--- config.mk ---
export PLATFORM = sky130hd
export DESIGN_NAME = gdda_ctrl
export DESIGN_NICKNAME = d
export VERILOG_FILES = /design/src/sv/gdda_pkg.sv /design/src/sv/gdda_ctrl.sv
export SDC_FILE = /design/constraint.sdc
export NUM_CORES = 1
export LEC_CHECK = 0
export BUFFER_PORTS_ARGS = -buffer_cell sky130_fd_sc_hd__buf_2
export CAP_MARGIN = 5
export CORE_AREA = 2 2 39 41
export DETAILED_ROUTE_END_ITERATION = 8
export DIE_AREA = 0 0 41 43
export HOLD_SLACK_MARGIN = 0.06
export PLACE_DENSITY = 0.55
export SETUP_SLACK_MARGIN = 0.3
export SYNTH_ARGS = -nofsm -noshare
export SYNTH_HDL_FRONTEND = slang
export SYNTH_SLANG_ARGS = --single-unit
--- constraint.sdc ---
create_clock -name clk -period 1.5 [get_ports clk]
set_input_delay 0 -clock clk [delete_from_list [all_inputs] [get_ports clk]]
set_output_delay 0 -clock clk [all_outputs]
set_load 0.005 [all_outputs]
--- src/sv/gdda_pkg.sv ---
// shared constants, command and status types for the grid dda ray caster
// used by every module of the block but gdda_ram; depends on nothing
`timescale 1ns / 1ps

package gdda_pkg;

	localparam int MAP_SIZE       = 32;
	localparam int MAP_BITS       = 5;
	localparam int MAP_DEPTH      = MAP_SIZE * MAP_SIZE;
	localparam int ADDR_W         = 2 * MAP_BITS;
	localparam int SCREEN_COLUMNS = 800;
	localparam int SCREEN_ROWS    = 600;
	localparam int HALF_ROWS      = SCREEN_ROWS / 2;
	localparam int FRAC_BITS      = 16;
	localparam int GUARD_STEPS    = 2 * MAP_SIZE + 8;
	localparam int GUARD_W        = $clog2(GUARD_STEPS + 1);
	localparam int COORD_W        = MAP_BITS + 2;
	localparam int DIV_W          = 33;
	localparam int DEN_W          = 32;
	localparam int DIV_CNT_W      = $clog2(DIV_W + 1);
	localparam int SD_W           = 41;
	localparam int CODE_W         = 4;
	localparam int CFG_W          = 21;

	// column * 2^17 / SCREEN_COLUMNS as (column * CAM_RECIP) >> CAM_SHIFT,
	// exact over the valid columns
	localparam int          CAM_SHIFT = 15;
	localparam logic [31:0] CAM_RECIP =
		32'(((64'd1 << 32) + 64'(SCREEN_COLUMNS) - 64'd1) / 64'(SCREEN_COLUMNS));

	localparam logic [2:0] CFG_POS_X   = 3'd0;
	localparam logic [2:0] CFG_POS_Y   = 3'd1;
	localparam logic [2:0] CFG_DIR_X   = 3'd2;
	localparam logic [2:0] CFG_DIR_Y   = 3'd3;
	localparam logic [2:0] CFG_PLANE_X = 3'd4;
	localparam logic [2:0] CFG_PLANE_Y = 3'd5;

	typedef enum logic [3:0] {
		OP_NONE,
		OP_CLEAR,
		OP_WRITE,
		OP_LOAD,
		OP_RAY_MUL,
		OP_RAY_SUM,
		OP_DIV_X,
		OP_LATCH_DX,
		OP_DIV_Y,
		OP_LATCH_DY,
		OP_SIDE_MUL,
		OP_SIDE_SET,
		OP_STEP,
		OP_CHECK,
		OP_PERP,
		OP_DIV_H
	} op_t;

	typedef struct packed {
		op_t  op;
		logic final_out;
	} cmd_t;

	typedef struct packed {
		logic clear_last;
		logic is_write;
		logic cast_ok;
		logic div_done;
		logic out_map;
		logic hit;
		logic guard_end;
	} status_t;

endpackage

--- src/sv/gdda_ctrl.sv ---
// controller: sequences the clearing pass, cell writes and the cast of a column
// depends on gdda_pkg
`timescale 1ns / 1ps

module gdda_ctrl (
	input  logic              clk,
	input  logic              arst_n,
	input  logic              start,
	output logic              busy,
	input  gdda_pkg::status_t status,
	output gdda_pkg::cmd_t    cmd
);
	import gdda_pkg::*;

	typedef enum logic [3:0] {
		S_CLEAR,
		S_IDLE,
		S_RAY_MUL,
		S_RAY_SUM,
		S_DX_START,
		S_DX_WAIT,
		S_DY_START,
		S_DY_WAIT,
		S_SIDE_MUL,
		S_SIDE_SET,
		S_STEP,
		S_CHECK,
		S_PERP,
		S_LH_START,
		S_LH_WAIT
	} state_t;

	state_t state_q, state_d;

	always_ff @(posedge clk or negedge arst_n) begin
		if (!arst_n) begin
			state_q <= S_CLEAR;
		end else begin
			state_q <= state_d;
		end
	end

	always_comb begin
		state_d       = state_q;
		cmd.op        = OP_NONE;
		cmd.final_out = 1'b0;
		case (state_q)
			S_CLEAR: begin
				cmd.op = OP_CLEAR;
				if (status.clear_last) state_d = S_IDLE;
			end
			S_IDLE: begin
				if (start) begin
					if (status.is_write) begin
						cmd.op = OP_WRITE;
					end else if (status.cast_ok) begin
						cmd.op  = OP_LOAD;
						state_d = S_RAY_MUL;
					end
				end
			end
			S_RAY_MUL: begin
				cmd.op  = OP_RAY_MUL;
				state_d = S_RAY_SUM;
			end
			S_RAY_SUM: begin
				cmd.op  = OP_RAY_SUM;
				state_d = S_DX_START;
			end
			S_DX_START: begin
				cmd.op  = OP_DIV_X;
				state_d = S_DX_WAIT;
			end
			S_DX_WAIT: begin
				if (status.div_done) begin
					cmd.op  = OP_LATCH_DX;
					state_d = S_DY_START;
				end
			end
			S_DY_START: begin
				cmd.op  = OP_DIV_Y;
				state_d = S_DY_WAIT;
			end
			S_DY_WAIT: begin
				if (status.div_done) begin
					cmd.op  = OP_LATCH_DY;
					state_d = S_SIDE_MUL;
				end
			end
			S_SIDE_MUL: begin
				cmd.op  = OP_SIDE_MUL;
				state_d = S_SIDE_SET;
			end
			S_SIDE_SET: begin
				cmd.op  = OP_SIDE_SET;
				state_d = S_STEP;
			end
			S_STEP: begin
				cmd.op  = OP_STEP;
				state_d = S_CHECK;
			end
			S_CHECK: begin
				cmd.op = OP_CHECK;
				// the map read for the new cell lands here
				if (status.out_map || status.hit || status.guard_end) begin
					state_d = S_PERP;
				end else begin
					state_d = S_STEP;
				end
			end
			S_PERP: begin
				cmd.op  = OP_PERP;
				state_d = S_LH_START;
			end
			S_LH_START: begin
				cmd.op  = OP_DIV_H;
				state_d = S_LH_WAIT;
			end
			S_LH_WAIT: begin
				if (status.div_done) begin
					cmd.final_out = 1'b1;
					state_d       = S_IDLE;
				end
			end
			default: state_d = S_IDLE;
		endcase
	end

	assign busy = state_q != S_IDLE;

endmodule

==> summary.txt, run 1 <==
Detailed routing
  – Final ANT Viol Nets: 0
  – Via count of the routed design: 578
  – WL/cell: 12.6 um
  – DR iter-0 viols: 13
  – Final wirelength: 1270 um
  – Pre-antenna DRT Iters: 4
  – Vias per cell: ~5.7
  – DRC Markers: 0

Synthesis
  – Syn nets: 68
  – Post-synthesis area per instance: around 7.8 um^2
  – Cells after Synth: between 50 and 60
  – Synthesis-stage register bit count: 4
  – Post-synthesis sequential area ratio: between 20 and 25%
  – Post-synth cell types: 31
  – Ys Warns: 0
  – Mapped cell area: 450 um^2

STA
  – PnR worst setup slack: 150 ps
  – Final Slew Violations: 0
  – Worst slew pin tran: 229 ps
  – Fin. Hold Viols: 0
  – Relative slew slack: a little over four fifths
  – FMAX: 741 MHz
  – RSZ-0062 raised after global routing: true
  – Final Cycle Share: 90.0%
  – Period minus WS final: 1350 ps
  – Final setup viols: 0
  – TNS Setup: 0 ps
  – Skew final: 2.93 ps

Power
  – Sequential Power Share: 17.9%
  – Switching share of power: between 40% and 50%
  – Max rail drop VDD: 0.940 mV
  – Clock power share: 9.3%
  – Int Pwr: between 800 and 900 uW
  – Leak: between 0.0002 and 0.0003 uW
  – Net Switching: 623 uW
  – Pwr Total: 1440 uW
  – Comb power frac: 72.8%
  – Pwr Density: 2100 nW/um^2

GRT
  – Total global routing track utilization: roughly 18%
  – Met2 Use GR: 25.6%
  – First-pass GRT wire length: 2140 um
  – Gr busiest metal: met2
  – Routing usage on met1: 24.5%
  – Grt total ovfl: 0
  – Grt met3 use: 1.57%
  – Largest net degree at the start of global routing: 14
  – Antenna violations before repair: 0
  – Number of global-route vias before repair: 491

CTS
  – CTS Buffer Depth: 2
  – H-tree depth: 1
  – Clock transition at path regs: 40 ps
  – Worst skew pair latency: 240 ps
  – CTS Buf Count: 3
  – Clock Sinks: 4
  – CTS tree: built
  – Root Driver: clkbuf_4

Setup path
  – Max FO, Critical Path: 4
  – Top Family by Delay on Critical Path: flip-flops
  – Critical-path cell list: buf_4, buf_6, and3_4, and3_4, buf_2
  – Most used cell, CP: and3_4
  – CP arrival: 1350 ps
  – Worst Path Required: 1500 ps
  – Critical path buffers and inverters: 3
  – Critical Path Sink Type: primary output
  – Crit-path slowest cell: dfrtp_2
  – Delay of the slowest critical-path stage: 430 ps
  – Critical path launch point type: flip-flop
  – Crit Path Class: reg -> out

Floorplanning
  – Die span in y: approximately 43 um
  – Die Width: between 40 and 50 um
  – Initial Utilization: 32.5%
  – Core region area: 1380 um^2
  – Die Area: about 1800 um^2
  – Ports: 16
  – FP Rows: 14

Finish
  – Fin nets: 97
  – Multi-input logic area: approximately 320 um^2
  – Max FFs per register: 4
  – Final Util: 49.5%
  – Biggest regs: state_q (4)
  – Post-Layout Cell Count: between 100 and 150
  – Register area: 105 um^2
  – Antenna cells: 0
  – # fillers: between 100 and 150
  – Share of post-route cells with drive strength above 1: 54.1%
  – Commonest non-fill, non-tap cell in the layout: buf_2
  – Biggest register: state_q
  – Commonest non-fill, non-tap cells in the layout: 15 x buf_2, 8 x buf_4, 7 x o21ai_1
  – Area grow syn2layout: 52.2%

Run
  – Max_cap viols: 0

Worst hold path
  – Worst min path class: in -> async

Status
  – Status: completed

Place
  – Worst slack, placed: 194 ps
  – GPL Wtd Cong: 0.704
  – Dpl cells: 87
  – Detail Placement HPWL: 734 um
  – Port Buffers: 15
-- power groups by stage --
stage	Sequential, uW	Combinational, uW	Clock [uW]
after detailed placement	321	661	0
after floorplan	224	569	0
final	258	1050	133
after global routing	267	1160	142
after CTS	244	945	134
after global placement	326	659	0
-- per-layer routing --
layer	share of wire, %	up-vias	wire length, um
met5	0	-	0
met4	1.0	0	13
met3	7.2	2	92
met2	51	24	646
met1	41	275	521
li1	-	277	-
-- synthesized netlist by cell type (all sizes together) --
cell type | number | area (um^2)
and4 | 1 | 8.76
o2bb2ai | 1 | 8.76
buf | 5 | 38.8
nand2 | 4 | 15.0
o2111ai | 1 | 8.76
nor4b | 1 | 23.8
a211o | 1 | 8.76
nand3b | 1 | 7.51
a31oi | 1 | 6.26
nor3 | 3 | 15.0
a221oi | 1 | 15.0
inv | 4 | 15.0
nor3b | 2 | 15.0
nor2 | 1 | 3.75
a211oi | 1 | 7.51
dfrtp | 4 | 100
nand3 | 2 | 10.0
o311ai | 1 | 8.76
and3 | 3 | 21.3
o32ai | 1 | 8.76
nand2b | 2 | 15.0
a21oi | 4 | 20.0
o21ai | 11 | 55.1
o31ai | 1 | 7.51
nor4 | 1 | 6.26
-- cell type report --
class,count,area share (%)
multi-input combinational,45,46.9
tap,16,2.92
timing repair buffer,29,29.4
clock buffer,3,3.28
sequential,4,15.3
inverter,4,2.19
-- logic make-up (layout without fill, tap and decap cells) --
family | Yosys count | after routing | share of synthesized area (%)
AOI/OAI and AO/OA | 24 | 24 | 34.4
DFF | 4 | 4 | 22.2
and+or+nand+nor | 21 | 21 | 31.4
buffers and inverters | 9 | 36 | 11.9
-- stage by stage --
stage	hold slack (ps)	cell area, um^2
finish	96.5	686
global route	116	686
CTS	104	644
detailed placement	-192	529
global placement	-187	529
floorplan	-296	450
-- path summary, 6_finish.rpt --
kind	from	end	slack, ps	depth (start not counted)
hold reg to reg	state_q[2]$_DFFE_PN0P_	state_q[2]$_DFFE_PN0P_	660	2
setup reg to reg	state_q[3]$_DFFE_PN0P_	state_q[1]$_DFFE_PN0P_	280	4
max in group asynchronous	arst_n	state_q[2]$_DFFE_PN0P_	1270	2
min in group clk	status[1]	state_q[2]$_DFFE_PN0P_	150	3
hold / removal	arst_n	state_q[0]$_DFFE_PN0P_	100	2
setup / recovery	state_q[2]$_DFFE_PN0P_	cmd[0]	150	5
-- timing repair --
| item | CTS | global route |
|---|---|---|
| hold buffers | 1 | 0 |
| hold endpoints to repair | 4 | 0 |
| endpoints found under the setup margin | 8 | 9 |
| setup buffers | 9 | 1 |
| pin swaps | 4 | 5 |
| gates resized for setup | 8 | 10 |
(Power assumes the default switching activity.)
==> run 2: changes to the inputs <==
--- a/config.mk
+++ b/config.mk
@@ -10,7 +10,9 @@
 export CORE_AREA = 2 2 39 41
 export DETAILED_ROUTE_END_ITERATION = 8
 export DIE_AREA = 0 0 41 43
+export GPL_TIMING_DRIVEN = 0
 export HOLD_SLACK_MARGIN = 0.06
+export MAX_ROUTING_LAYER = met4
 export PLACE_DENSITY = 0.55
 export SETUP_SLACK_MARGIN = 0.3
 export SYNTH_ARGS = -nofsm -noshare
==> summary.txt, run 2 (same netlist as run 1, synthesis figures left out) <==
STA
  – PnR worst setup slack: 183 ps (+33.0 ps)
  – Worst slew pin tran: 263 ps (+34.8 ps)
  – Final Slew Violations: 0 (unchanged)
  – RSZ-0062 raised after global routing: true
  – Fin. Hold Viols: 0 (unchanged)
  – Period minus WS final: 1320 ps (-33.0 ps)
  – FMAX: 759 MHz (+2.5%)
  – Relative slew slack: 82.3% (-2.2 points)
  – TNS Setup: 0 ps (unchanged)
  – Skew final: 3.86 ps (+0.931 ps)
  – Final setup viols: 0 (unchanged)
  – Final Cycle Share: 87.8% (-2.2 points)

Detailed routing
  – DR iter-0 viols: 7 (-6)
  – Routed wl met3: 47 um (-49%)
  – M1 WL: 677 um (+30%)
  – Final ANT Viol Nets: 0 (unchanged)
  – DRC Markers: 0 (unchanged)
  – WL/cell: 13.8 um (+9.7%)
  – Highest routed metal layer: met4
  – Via count of the routed design: 566 (-2.1%)
  – Vias per cell: 5.60 (-2.1%)
  – Pre-antenna DRT Iters: 4 (unchanged)
  – Final wirelength: 1400 um (+9.7%)
  – WL met2: 660 um (+2.2%)

GRT
  – Number of global-route vias before repair: 507 (+3.3%)
  – Grt total ovfl: 0 (unchanged)
  – Largest net degree at the start of global routing: 11 (-3)
  – Antenna violations before repair: 0 (unchanged)
  – Total global routing track utilization: 17.9% (+0.22 points)
  – First-pass GRT wire length: 2120 um (-0.98%)

Finish
  – Post-Layout Cell Count: 101 (unchanged)
  – Final Util: 52.7% (+3.2 points)
  – Share of post-route cells with drive strength above 1: 60.0% (+5.9 points)
  – Area grow syn2layout: 61.9%
  – Commonest non-fill, non-tap cells in the layout: 15 x buf_2, 7 x buf_4, 7 x o21ai_1
  – Fin nets: 97 (unchanged)
  – Antenna cells: 0 (unchanged)
  – Biggest regs: state_q (4)
  – Max FFs per register: 4 (unchanged)
  – Commonest non-fill, non-tap cell in the layout: buf_2
  – Biggest register: state_q

Setup path
  – Worst Path Required: 1500 ps (about the same)
  – Max FO, Critical Path: 3 (-1)
  – Crit Path Class: reg -> out
  – CP arrival: 1320 ps (-30 ps)
  – Critical path launch point type: flip-flop
  – Critical Path Sink Type: primary output

CTS
  – CTS Buffer Depth: 2 (unchanged)
  – Worst skew pair latency: 240 ps (about the same)
  – Clock Sinks: 4 (unchanged)
  – CTS tree: built
  – H-tree depth: 1 (unchanged)
  – Root Driver: clkbuf_4
  – CTS Buf Count: 3 (unchanged)
  – Clock transition at path regs: 40 ps (about the same)

Floorplanning
  – Initial Utilization: 32.5% (unchanged)
  – Die Area: 1760 um^2 (unchanged)
  – Core region area: 1380 um^2 (unchanged)
  – Die span in y: 43 um (unchanged)
  – Ports: 16 (unchanged)
  – Die Width: 41 um (unchanged)
  – FP Rows: 14 (unchanged)

Place
  – Worst slack, placed: 338 ps (+144 ps)
  – Port Buffers: 15 (unchanged)
  – GPL Wtd Cong: 0.783 (+11%)
  – Dpl cells: 89 (+2.3%)
  – Detail Placement HPWL: 805 um (+9.7%)

Power
  – Pwr Density: 2130 nW/um^2 (+1.4%)
  – Max rail drop VDD: 0.863 mV (-8.2%)
  – Leak: 0.000305 uW (+4.4%)
  – Pwr Total: 1550 uW (+7.9%)

Status
  – Status: completed

Worst hold path
  – Worst min path class: in -> async

Run
  – Max_cap viols: 0 (unchanged)
==> run 2: cell type report <==
type                            count  area (um^2)
Buffer                              5         52.6
Tap cell                           16         20.0
Sequential cell                     4          104
Inverter                            4         22.5
Timing Repair Buffer               24          153
Multi-Input combinational cell     45          355
Clock buffer                        3         22.5
Fill cell                         141          654
==> run 2: repair_timing <==
item                                    CTS  global route
resized for setup                        16             6
endpoints found under the setup margin    5             8
buffers inserted                          7             1
cloned                                    0             0
pin swaps                                 5             4
hold buffers                              1             0
hold endpoints to repair                  4             0
==> run 2: through the flow <==
| step | hold slack [ps] | area, um^2 |
|---|---|---|
| final | 89.3 | 729 |
| after global routing | 116 | 729 |
| after CTS | 84.7 | 677 |
| after detailed placement | -193 | 546 |
| after global placement | -195 | 546 |
| after floorplan | -296 | 450 |
==> run 2: metal layers <==
metal  track usage (%)  vias to the layer above
met3              6.28                        2
li1                  -                      278
met2              24.7                       11
met4              6.00                        0
met1              23.7                      275
met5                 -                        -
==> run 2: report_power, final <==
part | total [uW] | switching, uW | internal [uW]
combinational | 1140 | 553 | 591
sequential | 265 | 94.6 | 170
clock | 143 | 52.9 | 90.1
total | 1550 | 701 | 851
==> run 2: path summary, 6_finish.rpt <==
check                                    endpoint  slack (ps)  cells past startpoint              startpoint
min reg2reg                state_q[2]$_DFFE_PN0P_         680                      2  state_q[1]$_DFFE_PN0P_
min in group clk           state_q[2]$_DFFE_PN0P_         180                      3               status[1]
max reg2reg                state_q[0]$_DFFE_PN0P_         310                      3  state_q[1]$_DFFE_PN0P_
max in group asynchronous  state_q[2]$_DFFE_PN0P_        1280                      2                  arst_n
max                                        cmd[1]         180                      4  state_q[0]$_DFFE_PN0P_
min                        state_q[1]$_DFFE_PN0P_          90                      2                  arst_n
==> run 2: critical path, cell delays in order (launching register included) <==
cell       delay, ps
dfrtp_1          400
nor3b_2          170
o2bb2ai_1        140
a221oi_2         230
buf_2            140
==> run 3: changes to the inputs <==
==> constraint.sdc (replaced) <==
create_clock -name clk -period 1.4 [get_ports clk]
set_input_delay 0 -clock clk [delete_from_list [all_inputs] [get_ports clk]]
set_output_delay 0 -clock clk [all_outputs]
set_load 0.005 [all_outputs]
==> summary.txt, run 3 (same netlist as run 1, synthesis figures left out) <==
Detailed routing
  – Vias per cell: 5.61 (+0.13%)
  – Final ANT Viol Nets: 0 (unchanged)
  – DRC Markers: 0 (unchanged)
  – WL/cell: 15.1 um (+9.3%)
  – DR iter-0 viols: 19 (+12)
  – Pre-antenna DRT Iters: 6 (+2)
  – Final wirelength: 1630 um (+17%)
  – Via count of the routed design: 606 (+7.1%)

Setup path
  – Delay of the slowest critical-path stage: 470 ps (+70 ps)
  – Worst Path Required: 1530 ps (+30 ps)
  – Reg2reg end: state_q[0]$_DFFE_PN0P_
  – Critical path launch point type: flip-flop
  – Setup slack, reg-to-reg: 30 ps (-280 ps)
  – Crit Path Class: reg -> reg
  – Critical R2R Launch: state_q[2]$_DFFE_PN0P_
  – Critical-path cell list: buf_6, buf_4, a211oi_2, a31oi_1, o32ai_1
  – Max FO, Critical Path: 7 (+4)
  – Crit-path slowest cell: dfrtp_2
  – Reg2Reg Depth: 5 (+2)
  – Critical Path Sink Type: flip-flop
  – CP arrival: 1500 ps (+180 ps)

Floorplanning
  – Die Area: 1760 um^2 (unchanged)
  – Die Width: 41 um (unchanged)
  – Ports: 16 (unchanged)
  – Initial Utilization: 32.5% (unchanged)
  – FP Rows: 14 (unchanged)
  – Die span in y: 43 um (unchanged)
  – Core region area: 1380 um^2 (unchanged)

STA
  – TNS Setup: 0 ps (unchanged)
  – Final setup viols: 0 (unchanged)
  – Relative slew slack: 80.0% (-2.3 points)
  – FMAX: around 730 MHz
  – Fin. Hold Viols: 0 (unchanged)
  – RSZ-0062 raised after global routing: true
  – Skew final: 2.13 ps (-1.73 ps)
  – Worst slew pin tran: 299 ps (+35.4 ps)
  – Period minus WS final: ~1400 ps
  – Final Cycle Share: 97.8%
  – Final Slew Violations: 0 (unchanged)

Run
  – Max_cap viols: 0 (unchanged)

GRT
  – Antenna violations before repair: 0 (unchanged)
  – Number of global-route vias before repair: 553 (+9.1%)
  – First-pass GRT wire length: 2410 um (+14%)
  – Total global routing track utilization: 20.5% (+2.6 points)
  – Largest net degree at the start of global routing: 11 (unchanged)
  – Grt total ovfl: 0 (unchanged)

Finish
  – Biggest regs: state_q (4)
  – Fin nets: 104 (+7.2%)
  – Share of post-route cells with drive strength above 1: 68.5% (+8.5 points)
  – Biggest register: state_q
  – Area grow syn2layout: 87.8%
  – Commonest non-fill, non-tap cells in the layout: 15 x buf_2, 10 x buf_4, 8 x buf_6
  – Max FFs per register: 4 (unchanged)
  – Commonest non-fill, non-tap cell in the layout: buf_2
  – Antenna cells: 0 (unchanged)

Place
  – Port Buffers: 15 (unchanged)
  – GPL Wtd Cong: 0.783 (unchanged)
  – Detail Placement HPWL: 805 um (unchanged)

Worst hold path
  – Worst min path class: in -> async

CTS
  – CTS Buffer Depth: 2 (unchanged)
  – Root Driver: clkbuf_4
  – CTS tree: built
  – H-tree depth: 1 (unchanged)
  – Clock Sinks: 4 (unchanged)
  – Clock transition at path regs: 40 ps (about the same)
  – Worst skew pair latency: 250 ps (about the same)
  – CTS Buf Count: 3 (unchanged)

Power
  – Switching share of power: 44.2% (-0.92 points)
  – Net Switching: 905 uW (+29%)
  – Comb power frac: 78.2% (+4.5 points)
  – Pwr Density: 2420 nW/um^2 (+14%)
  – Clock power share: 7.8% (-1.4 points)
  – Pwr Total: 2040 uW (+32%)
  – Int Pwr: 1140 uW (+34%)
  – Leak: 0.000364 uW (+19%)
  – Max rail drop VDD: 1.28 mV (+49%)
  – Sequential Power Share: 13.9% (-3.2 points)

Status
  – Status: completed
-- run 3: cell type report --
cell class | instances | area, um^2
Multi-Input combinational cell | 45 | 387
Sequential cell | 4 | 104
Fill cell | 126 | 538
Buffer | 5 | 56.3
Clock buffer | 3 | 22.5
Timing Repair Buffer | 31 | 234
Tap cell | 16 | 20.0
Inverter | 4 | 22.5
-- run 3: stage by stage --
| step | utilization, % | setup WS, ps | area [um^2] | hold WS [ps] | cells |
|---|---|---|---|---|---|
| final | 61.1 | 31.5 | 846 | 85.8 | 108 |
| after detailed placement | 39.4 | 238 | 546 | -193 | 89 |
| after floorplan | - | 329 | 450 | -296 | 58 |
| after global routing | 61.1 | 18.9 | 846 | 115 | 108 |
| after global placement | 39.4 | 205 | 546 | -195 | 89 |
| after CTS | 55.0 | 94.6 | 761 | 84.7 | 105 |
-- run 3: worst max-delay path: cells and delay by family, from the launching register on --
kind                   cells  cell delay (ps)
AOI/OAI and AO/OA          3              460
DFF                        1              470
buffers and inverters      2              310
-- run 3: worst max-delay path by stage --
stage          slack [ps]  cells past startpoint                endpoint                   start
4_1_cts                90                      4                  cmd[1]  state_q[0]$_DFFE_PN0P_
5_1_grt                20                      4                  cmd[1]  state_q[0]$_DFFE_PN0P_
6_report               30                      5  state_q[0]$_DFFE_PN0P_  state_q[2]$_DFFE_PN0P_
3_5_place_dp          240                      4  state_q[0]$_DFFE_PN0P_  state_q[2]$_DFFE_PN0P_
3_3_place_gp          200                      4  state_q[0]$_DFFE_PN0P_  state_q[2]$_DFFE_PN0P_
2_1_floorplan         330                      3  state_q[1]$_DFFE_PN0P_  state_q[3]$_DFFE_PN0P_
-- run 3: power groups by stage --
stage                     clock network, uW  logic (uW)  registers [uW]
final                                   160        1600             285
after global routing                    171        1710             291
after CTS                               157        1310             274
after detailed placement                  0         813             268
after global placement                    0         822             275
after floorplan                           0         610             240
-- run 3: what timing repair did --
| item | in CTS | in global routing |
|---|---|---|
| cloned | 0 | 1 |
| setup buffers | 12 | 2 |
| setup endpoints to repair | 9 | 9 |
| hold buffers | 1 | 0 |
| resized for setup | 28 | 9 |
| pin swaps | 10 | 2 |
| hold endpoints to repair | 4 | 0 |
-- run 3: routing by layer --
| layer | track usage, % | share of wire (%) |
|---|---|---|
| met1 | 26.7 | 43 |
| met2 | 29.4 | 50 |
| met3 | 6.81 | 3.9 |
| met4 | 6.00 | 2.4 |
| met5 | - | 0 |
